[src/hdl/lrw_div.sv]
// Lattice random walk: restoring unsigned divider, one quotient bit per cycle.
// No dependencies.
module lrw_div #(
    parameter int DW = 49,
    parameter int VW = 11
) (
    input  logic          i_clk,
    input  logic          i_rst_n,
    input  logic          i_start,
    input  logic [DW-1:0] i_dividend,
    input  logic [VW-1:0] i_divisor,
    output logic          o_done,
    output logic [DW-1:0] o_quotient
);

    localparam int CW = $clog2(DW + 1);

    logic          r_busy;
    logic          r_done;
    logic [CW-1:0] r_cnt;
    logic [VW-1:0] r_rem;
    logic [VW-1:0] r_den;
    logic [DW-1:0] r_quo;

    logic [VW:0]   w_trial;
    logic [VW:0]   w_diff;
    logic          w_ge;

    assign w_trial = {r_rem, r_quo[DW-1]};
    assign w_diff  = w_trial - {1'b0, r_den};
    assign w_ge    = (w_trial >= {1'b0, r_den});

    always_ff @(posedge i_clk) begin
        if (!i_rst_n) begin
            r_busy <= 1'b0;
            r_done <= 1'b0;
            r_cnt  <= '0;
        end else begin
            r_done <= 1'b0;
            if (i_start) begin
                r_busy <= 1'b1;
                r_cnt  <= CW'(DW);
            end else if (r_busy) begin
                r_cnt <= r_cnt - 1'b1;
                if (r_cnt == CW'(1)) begin
                    r_busy <= 1'b0;
                    r_done <= 1'b1;
                end
            end
        end
    end

    always_ff @(posedge i_clk) begin
        if (i_start) begin
            r_rem <= '0;
            r_den <= i_divisor;
            r_quo <= i_dividend;
        end else if (r_busy) begin
            r_rem <= w_ge ? w_diff[VW-1:0] : w_trial[VW-1:0];
            r_quo <= {r_quo[DW-2:0], w_ge};
        end
    end

    assign o_done     = r_done;
    assign o_quotient = r_quo;

endmodule
[config.mk]
export PLATFORM = sky130hd
export DESIGN_NAME = lrw_div
export DESIGN_NICKNAME = d
export VERILOG_FILES = /design/src/hdl/lrw_div.sv
export SDC_FILE = /design/constraint.sdc
export NUM_CORES = 1
export LEC_CHECK = 0
export BUFFER_PORTS_ARGS = -buffer_cell sky130_fd_sc_hd__buf_2
export CAP_MARGIN = 40
export CORE_UTILIZATION = 25
export CTS_CLUSTER_DIAMETER = 60
export DETAILED_ROUTE_END_ITERATION = 7
export GPL_TIMING_DRIVEN = 0
export SLEW_MARGIN = 15
export SYNTH_ARGS = -nofsm -noshare
export SYNTH_HDL_FRONTEND = slang
export SYNTH_SLANG_ARGS = --single-unit
[constraint.sdc]
create_clock -name i_clk -period 2.32 [get_ports i_clk]
set_clock_uncertainty 0.2 [all_clocks]
set_input_delay 0.464 -clock i_clk [delete_from_list [all_inputs] [get_ports i_clk]]
set_output_delay 0.464 -clock i_clk [all_outputs]
set_load 0.005 [all_outputs]
==> impl_metrics.json, run 1 <==
{
  "status": "finished with violations",
  "violations": "setup timing",
  "p_per_area_nw_per_um2": 760.8,
  "diodes": 0,
  "drt_iter0_drc": 102,
  "final_common_cell": "buf_2",
  "critical_path_peak_fanout": 5,
  "cts.sinks": 79,
  "insertion_delay_ps": 340,
  "dpl.hpwl_mm": 6.790,
  "fin_area_sq_um": 5112,
  "async_reset_ff_share_pct": 0,
  "numPortBuffers": 112,
  "io_pins": 113,
  "synth_area_per_cell_sq_um": 13.15,
  "period_needed_ps": 2531,
  "fin_tns_setup_ps": -1600,
  "path_class": "reg2reg",
  "max_slew_margin_pct": 51.67,
  "grt_pass1_vias": 3000,
  "nets": 503,
  "p_comb_share_pct": 21.9,
  "clockRootBuffer": "clkbuf_16",
  "mostFrequentLayoutCells": "113 x buf_2, 60 x edfxtp_1, 48 x mux2_2, 20 x nor2_1, 19 x dfxtp_1",
  "synth_edf_count": 60,
  "mappedNetlistArea_sq_um": 3841,
  "rows": 44,
  "endpoint_kind": "flop",
  "seq_area_frac_synth_pct": 56.81,
  "fin_cells": 615,
  "cts_max_level": 3,
  "start_util_pct": 26.03,
  "ys_ff_latch": 79,
  "hold_viol": 0,
  "cts_tree": "yes",
  "hold_path_class": "in2reg",
  "dpl-instance-area_sq_um": 4698,
  "p_int_mw": 2.849,
  "grt_pass1_wl_mm": 14.99,
  "tightest_slew_ps": 722.5,
  "syn_to_final_growth_pct": 33.09,
  "drive_gt1_share_pct": 49.42,
  "dr.pass1.iters": 4,
  "setup.worst_path.start_class": "flop",
  "grt_usage_pct": 12.23,
  "leakagePower_nw": 2.078,
  "critical_path_arrival_ps": 2420,
  "antenna_found_initial": 0,
  "via_count": 2835,
  "p_seq_share_pct": 45.7,
  "die_x_microns": 126.0,
  "clk_pin_slew_ps": 60,
  "dieArea_sq_um": 15860,
  "p_clk_share_pct": 32.4,
  "required_ps": 2210,
  "maxCapViolCount": 0,
  "grt_max_degree": 28,
  "p_total_mw": 3.890,
  "finalWirelength_mm": 9.274,
  "setup-violations-final": 12,
  "synthesis.nets": 369,
  "ctsLongestPathBuffers": 2,
  "numCtsBuffers": 9,
  "ys.flop_type": "edfxtp_1",
  "routedWlPerCell_microns": 15.08,
  "setup_ws_ps": -211.3,
  "fmax_mhz": 395.1,
  "grt-ovfl-total": 0,
  "swShare_pct": 26.74,
  "ir_worst_vdd_v": 0.0003716,
  "fin_crit_sh_pct": 109.1,
  "placed_cells": 589,
  "synth_cells": 292,
  "ys_warn_count": 0,
  "drc_errors": 0,
  "core_area_sq_um": 14750,
  "postRouteAntennaNets": 0,
  "viasPerCell": 4.610,
  "ys_types": 47,
  "rsz0062_at_grt": "yes",
  "gp_congestion": 0.8011,
  "drv_slew": 0,
  "p_switching_mw": 1.040,
  "die_h_microns": 126.0
}
[power by group through the flow]
stage | combinational [mW] | clock (mW) | sequential [mW]
floorplan | 0.482 | 0 | 1.80
global placement | 0.728 | 0 | 1.80
detailed placement | 0.756 | 0 | 1.80
CTS | 0.826 | 1.29 | 1.78
global route | 0.927 | 1.35 | 1.80
finish | 0.852 | 1.26 | 1.78
[per-layer routing]
layer  track usage (%)  share of wire (%)  vias up
met5                 0                  0        -
met1             14.13                 42     1353
met3             3.611                7.0       19
met4             6.945                3.0        0
li1                  -                  -     1362
met2             20.21                 48      101
[flip-flops by register name, indices dropped and copies added (netlist names)]
name / count
o_done: 1
o_quotient: 49
r_busy: 1
r_cnt: 6
r_den: 11
r_rem: 11
[cell usage after synthesis (2+ instances only)]
cell	n	share of area (%)
a211oi_1	7	1.4
a21boi_0	3	0.59
a21oi_1	6	0.78
a311oi_1	2	0.46
clkbuf_1	8	0.78
dfxtp_1	19	9.9
edfxtp_1	60	47
ha_1	13	4.2
inv_1	18	1.8
mux2_2	49	14
mux2i_1	7	1.8
nand2_1	10	0.98
nand2b_1	4	0.65
nand3_1	8	1.0
nor2_1	20	2.0
nor2b_1	3	0.49
nor3_1	2	0.26
o2111ai_1	2	0.46
o211ai_1	2	0.39
o21a_1	2	0.39
o21ai_0	7	0.91
o21ai_2	4	0.91
o22ai_1	2	0.33
o31a_1	2	0.46
or3_1	2	0.33
xnor2_1	8	1.8
xor2_1	2	0.46
[layout make-up]
class / count / area [sq um]
Buffer: 11 / 55.05
Sequential cell: 79 / 2182
Inverter: 19 / 73.82
Fill cell: 1473 / 9642
Timing Repair Buffer: 124 / 698.2
Clock buffer: 12 / 236.5
Clock inverter: 4 / 23.77
Multi-Input combinational cell: 182 / 1613
Tap cell: 184 / 230.2
[path summary, 6_finish.rpt]
check / startpoint / to / slack (ps) / cells past startpoint
worst max-delay path: o_quotient[48] / o_quotient[0] / -210 / 10
worst max register to register: o_quotient[48] / o_quotient[0] / -210 / 10
worst min-delay path: i_divisor[9] / r_den[9] / 110 / 1
worst min register to register: r_cnt[1] / r_cnt[1] / 300 / 2
[stage by stage]
| stage | setup WS, ps | hold WS, ps | util [%] |
|---|---|---|---|
| floorplan | -106.5 | 268.5 | - |
| global placement | -445.5 | 288.6 | 31.66 |
| detailed placement | -428.6 | 287.8 | 31.84 |
| CTS | -207.9 | 98.17 | 34.35 |
| global route | -291.7 | 97.04 | 34.65 |
| finish | -211.3 | 105.2 | 34.65 |
[critical path: stages (launching register included)]
cell and delay [ps]:
edfxtp_1 430, inv_2 100, ha_4 130, fa_2 210
nor2b_2 50, o31a_1 320, o21ai_4 200, o21ai_4 120
buf_6 150, buf_16 120, mux2_4 250
[kinds of logic (layout without fill, tap and decap cells)]
logic type,Yosys count,count (layout),share of synthesized area (%)
AOI/OAI and AO/OA,44,44,8.566
xor gates and xnor gates,10,10,2.280
adders and majority gates,14,14,4.756
buffers and inverters,31,170,3.387
DFF,79,79,56.81
muxes,56,56,16.19
and+or+nand+nor,58,58,8.014
[what timing repair did]
action / CTS / global route
resized for setup: 6 / 12
buffers inserted: 8 / 2
cloned: 1 / 0
endpoints found under the setup margin: 26 / 37
pin swaps: 6 / 10
hold buffers: 0 / 0
Note: power is estimated with default switching activity, not from simulation.
==> run 2, diff against run 1 <==
--- a/config.mk
+++ b/config.mk
@@ -11,6 +11,7 @@
 export CTS_CLUSTER_DIAMETER = 60
 export DETAILED_ROUTE_END_ITERATION = 7
 export GPL_TIMING_DRIVEN = 0
+export REMOVE_ABC_BUFFERS = 1
 export SLEW_MARGIN = 15
 export SYNTH_ARGS = -nofsm -noshare
 export SYNTH_HDL_FRONTEND = slang
==> run 2 against run 1 <==
Against the previous run:
- the run still ends with setup timing left
- sequential power is essentially flat
- sequential share of layout area down 0.29 points
- critical path depth stayed put
- highest routed layer unchanged
- largest power group unchanged
- non-clock buffer count down 8
- power is 3.5% higher
==> impl_metrics.json, run 2 (synthesis gave the netlist of run 1 again) <==
{
  "nets": 495,
  "grt_pass1_vias": 2885,
  "setup.worst_path.start_class": "flop",
  "fin_tns_setup_ps": -1423,
  "min_from": "i_divisor[8]",
  "syn_to_final_growth_pct": 34.01,
  "via_count": 2762,
  "dr.pass1.iters": 4,
  "timing.rr.end": "o_quotient[0]",
  "placed_cells": 579,
  "grt_usage_pct": 11.27,
  "diodes": 0,
  "numCtsBuffers": 9,
  "required_ps": 2210,
  "fin_crit_sh_pct": 108.9,
  "routedWlPerCell_microns": 14.02,
  "insertion_delay_ps": 340,
  "tightest_slew_ps": 484.6,
  "critical_path_peak_fanout": 6,
  "drv_slew": 0,
  "fin_cells": 607,
  "slowest_stage": "edfxtp_1",
  "fillers": 1466,
  "core_area_sq_um": 14750,
  "leakagePower_nw": 2.087,
  "die_h_microns": 126.0,
  "clockRootBuffer": "clkbuf_16",
  "numPortBuffers": 112,
  "violations": "setup timing",
  "final_common_cell": "buf_2",
  "io_pins": 113,
  "drt_iter0_drc": 87,
  "setup-violations-final": 12,
  "reg2reg_from": "o_quotient[48]",
  "dpl-instance-area_sq_um": 4653,
  "maxCapViolCount": 0,
  "hold_viol": 0,
  "fin_area_sq_um": 5147,
  "worstHoldEndpoint": "r_den[8]",
  "gp_congestion": 0.7441,
  "max_slew_margin_pct": 67.58,
  "holdPathStages": 1,
  "cts_tree": "yes",
  "ctsLongestPathBuffers": 2,
  "die_x_microns": 126.0,
  "cts_max_level": 3,
  "path_class": "reg2reg",
  "worstPathCellList": "inv_1 -> ha_2 -> fa_2 -> nor2b_2 -> o31a_1 -> o21ai_4 -> o21ai_4 -> buf_12 -> buf_12 -> mux2_4",
  "detailedPlace.worstSlack_ps": -770.2,
  "hold_buffers": 0,
  "grt-ovfl-total": 0,
  "cts.sinks": 79,
  "drc_errors": 0,
  "rows": 44,
  "start_util_pct": 26.03,
  "r2r_slack_ps": -210,
  "p_per_area_nw_per_um2": 781.8,
  "fin_hold_ws_ps": 94.40,
  "fmax_mhz": 395.7,
  "status": "finished with violations",
  "rsz0062_at_grt": "yes",
  "critical_path_arrival_ps": 2420,
  "clk_pin_slew_ps": 60,
  "grt_max_degree": 53,
  "finalWirelength_mm": 8.508,
  "max_stage_delay_ps": 410,
  "largest_register_ff_count": 49,
  "period_needed_ps": 2527,
  "viasPerCell": 4.550,
  "endpoint_kind": "flop",
  "mostFrequentLayoutCells": "111 x buf_2, 60 x edfxtp_1, 48 x mux2_2, 20 x nor2_1, 19 x dfxtp_1",
  "dpl.hpwl_mm": 5.867,
  "antenna_found_initial": 0,
  "grt_pass1_wl_mm": 13.74,
  "postRouteAntennaNets": 0,
  "reg2reg_depth": 10,
  "hold_path_class": "in2reg",
  "setup_ws_ps": -207.4,
  "drive_gt1_share_pct": 50.12,
  "ir_worst_vdd_v": 0.0003968,
  "dieArea_sq_um": 15860
}
## run 2: cell count changes in the layout (fill, tap and decap cells not counted), sizes merged
cell	delta
clkbuf	-8
clkinv	-2
bufinv	+1
clkinvlp	+1
## run 2: worst max path at each step
| stage | from | to | slack (ps) | depth (start not counted) |
|---|---|---|---|---|
| 6_report | o_quotient[48] | o_quotient[0] | -210 | 10 |
| 5_1_grt | o_quotient[48] | r_rem[10] | -280 | 10 |
| 4_1_cts | o_quotient[48] | o_quotient[0] | -220 | 10 |
| 3_5_place_dp | o_quotient[48] | r_rem[5] | -770 | 9 |
| 3_3_place_gp | i_start | o_quotient[33] | -2070 | 3 |
| 2_1_floorplan | r_busy | o_quotient[0] | -340 | 2 |
## run 2: timing repair
action                                 4_1_cts  5_1_grt
endpoints found under the hold margin        0        0
setup buffers                                9        3
gates resized for setup                      9        9
pin swaps                                   11        5
setup endpoints to repair                   12       12
## run 2: cell type report
class | instances | area [sq um] | share of cell area [%]
multi-input combinational | 182 | 1614 | 31.36
tap | 184 | 230.2 | 4.473
clock buffer | 12 | 246.5 | 4.789
sequential | 79 | 2182 | 42.39
clock inverter | 4 | 46.29 | 0.8994
inverter | 19 | 71.32 | 1.386
timing repair buffer | 127 | 757.0 | 14.71
## run 2: per-stage QoR
stage,utilization (%),power [mW]
6_report,34.89,4.024
5_1_grt,34.89,4.222
4_1_cts,34.46,4.023
3_5_place_dp,31.54,2.519
3_3_place_gp,31.00,2.484
2_1_floorplan,-,2.230
## run 2: power by group
group / switching (mW) / leakage [nW] / internal (mW)
logic: 0.400 / 1.19 / 0.445
registers: 0.0827 / 0.757 / 1.69
clock network: 0.547 / 0.140 / 0.857
## run 2: metal layers
metal	vias to the layer above	track usage (%)	wire (microns)
li1	1336	-	-
met1	1336	12.03	3445
met2	75	19.27	4318
met3	15	3.823	526
met4	0	6.804	219
met5	-	0	0
## run 2: worst max-delay path, delay by kind of cell (launching register included)
| family | cells | cell delay (ps) |
|---|---|---|
| compound gates | 3 | 570 |
| fa+ha+maj | 2 | 440 |
| buf+inv | 3 | 360 |
| flops | 1 | 410 |
| mux | 1 | 250 |
| simple gates | 1 | 50 |
==> run 3, diff against run 2 <==
--- a/config.mk
+++ b/config.mk
@@ -5,6 +5,7 @@
 export SDC_FILE = /design/constraint.sdc
 export NUM_CORES = 1
 export LEC_CHECK = 0
+export ABC_AREA = 1
 export BUFFER_PORTS_ARGS = -buffer_cell sky130_fd_sc_hd__buf_2
 export CAP_MARGIN = 40
 export CORE_UTILIZATION = 25
==> run 3 against run 2 <==
Against the previous run:
- the run now ends clean
- final area is 1.6% higher
- synthesized area rose by 6.3%
- critical path depth unchanged
- count of clock-buffer cells in the layout down 1
- maximum frequency grew 16%
- highest routed layer unchanged
- hold slack gained 2.1 ps
- final cell count is 34% higher
- combinational power is 42% lower
- sequential share of layout area decreased by 0.65 points
==> impl_metrics.json, run 3 <==
{
  "status": "completed",
  "cts_max_level": 3,
  "ys.flop_type": "edfxtp_1",
  "required_ps": 2210,
  "finalWirelength_mm": 10.14,
  "synth_area_per_cell_sq_um": 8.490,
  "fin_crit_sh_pct": 94.08,
  "tightest_slew_ps": 539.6,
  "dpl.hpwl_mm": 7.129,
  "mappedNetlistArea_sq_um": 4084,
  "synth_area_leaders": "edfxtp_1 44%, nand2_1 20%, dfxtp_1 9.3%, inv_1 4.8%, ha_1 4.0%",
  "ctsLongestPathBuffers": 2,
  "viasPerCell": 4.165,
  "yosysTopAreaCell": "edfxtp_1",
  "ir_worst_vdd_v": 0.0003129,
  "fillers": 1688,
  "hold_path_class": "in2reg",
  "multi_input_area_sq_um": 1648,
  "async_reset_ff_share_pct": 0,
  "grt_usage_pct": 12.99,
  "seq_area_frac_synth_pct": 53.43,
  "synth.area.mux_share_pct": 0,
  "synth_cells": 481,
  "routedWlPerCell_microns": 12.43,
  "rows": 46,
  "hold_buffers": 0,
  "drc_errors": 0,
  "numPortBuffers": 112,
  "setup-violations-final": 0,
  "drt_iter0_drc": 119,
  "synthTopCellsByCount": "217 x nand2_1, 60 x edfxtp_1, 52 x inv_1",
  "clockRootBuffer": "clkbuf_16",
  "largest_register_ff_count": 49,
  "yosys.area_share.xor_xnor_pct": 1.287,
  "ys_warn_count": 0,
  "path_class": "reg2reg",
  "slowest_stage": "edfxtp_1",
  "io_pins": 113,
  "setup.worst_path.start_class": "flop",
  "grt_pass1_vias": 3311,
  "drive_gt1_share_pct": 26.92,
  "leakagePower_nw": 2.597,
  "endpoint_kind": "flop",
  "clk_pin_slew_ps": 60,
  "max_stage_delay_ps": 400,
  "mostFrequentLayoutCells": "217 x nand2_1, 111 x buf_2, 60 x edfxtp_1, 51 x inv_1, 25 x nand3_1",
  "postRouteAntennaNets": 0,
  "core_area_sq_um": 15940,
  "synth_edf_count": 60,
  "worstPathCellList": "inv_1 -> ha_1 -> fa_2 -> inv_1 -> nand3_1 -> nand3_4 -> nand2_8 -> nand4_4 -> nand2_1 -> nand2_1",
  "syn_to_final_growth_pct": 28.00,
  "synth_fa_ha_area_share_pct": 4.473,
  "synth_simple_gate_area_share_pct": 31.77,
  "synth_top_family_by_area": "simple AND/OR/NAND/NOR gates",
  "startpoint": "o_quotient[48]",
  "numCtsBuffers": 9,
  "die_h_microns": 129.8,
  "synth_compound_area_share_pct": 1.471,
  "grt_max_degree": 66,
  "drv_slew": 0,
  "via_count": 3399,
  "yosys.cell_count.top_type": "nand2_1",
  "reg2reg_from": "o_quotient[48]",
  "antenna_found_initial": 3,
  "fin_area_sq_um": 5228,
  "p_per_area_nw_per_um2": 692.2,
  "synth.top_cell.area_share_pct": 44.12,
  "final_common_cell": "nand2_1",
  "dpl-instance-area_sq_um": 4847,
  "critical_path_peak_fanout": 13,
  "gp_congestion": 0.8171,
  "die_x_microns": 129.8,
  "cts_tree": "yes",
  "cts.sinks": 79,
  "start_util_pct": 25.62,
  "ys_ff_latch": 79,
  "seqCellArea_sq_um": 2182,
  "fmax_mhz": 458.1,
  "max_slew_margin_pct": 64.03,
  "nets": 670,
  "insertion_delay_ps": 340,
  "critical_path_arrival_ps": 2070,
  "maxCapViolCount": 0,
  "fin_hold_ws_ps": 96.46,
  "hold_viol": 0,
  "min_from": "i_divisor[9]",
  "period_needed_ps": 2183,
  "grt_pass1_wl_mm": 16.37,
  "dr.pass1.iters": 4,
  "grt-ovfl-total": 0,
  "dieArea_sq_um": 16850,
  "ys_types": 35
}
[run 3: cell count changes in the layout (fill, tap and decap cells not counted), moves of 4 or more]
cell,change
nand2_1,+208
mux2_2,-48
inv_1,+33
nand3_1,+17
nand4_1,+13
nand2_2,+8
buf_4,-6
a211oi_1,-4
mux2i_1,-4
nand2b_1,-4
nand3_2,+4
nor2_1,-4
xnor2_1,-4
[run 3: worst paths after layout]
kind | end | slack (ps) | cells after the start
setup / recovery | o_quotient[0] | 140 | 10
hold / removal | r_den[9] | 100 | 1
setup reg to reg | o_quotient[0] | 140 | 10
hold reg to reg | r_rem[10] | 270 | 2
[run 3: cell families (layout without fill, tap and decap cells)]
group                    Yosys count  count (layout)
AO/OA/AOI/OAI                     10              10
XOR/XNOR                           6               6
adder cells (fa/ha/maj)           14              14
buffers and inverters             73             189
flip-flops                        79              79
other                              0               2
AND/OR/NAND/NOR                  299             300
[run 3: metal layers]
layer | up-vias | global-route usage [%] | wire length (microns)
met5 | - | 0 | 0
met4 | 0 | 6.703 | 193
met3 | 9 | 4.305 | 698
met2 | 94 | 21.30 | 4703
met1 | 1528 | 15.14 | 4545
li1 | 1768 | - | -
[run 3: worst max-delay path: cells and delay by family (launching register included)]
family	cells	cell delay, ps
and+or+nand+nor	6	740
adders and majority gates	2	430
DFF	1	400
buffers and inverters	2	150
[run 3: final cells by class]
| class | count | share of cell area (%) |
|---|---|---|
| flip-flops and latches | 79 | 41.74 |
| multi-input cells | 330 | 31.52 |
| repair buffers | 118 | 12.02 |
| well taps | 216 | 5.170 |
| clock buffers | 11 | 4.452 |
| inverters | 55 | 4.069 |
| clock inverters | 5 | 0.9335 |
| diodes | 2 | 0.09574 |
[run 3: what timing repair did]
item	in CTS	in global routing
gates cloned	1	0
buffers inserted	1	2
setup endpoints to repair	88	39
pin swaps	1	3
resized for setup	6	4
[run 3: report_power, final]
part	switching [mW]	internal, mW
Combinational	0.280	0.208
Sequential	0.0676	1.67
Clock	0.567	0.825
[run 3: metrics by stage]
step	total power, mW	util (%)	std cells	setup slack [ps]	TNS, ps
6_report	3.619	32.79	816	137.2	0
3_5_place_dp	2.250	30.40	793	-594.5	-45380
4_1_cts	3.675	32.53	811	19.90	0
2_1_floorplan	2.001	-	463	18.42	0
5_1_grt	3.800	32.77	815	-2.250	-2.250
3_3_place_gp	2.240	30.18	791	-2056	-196870
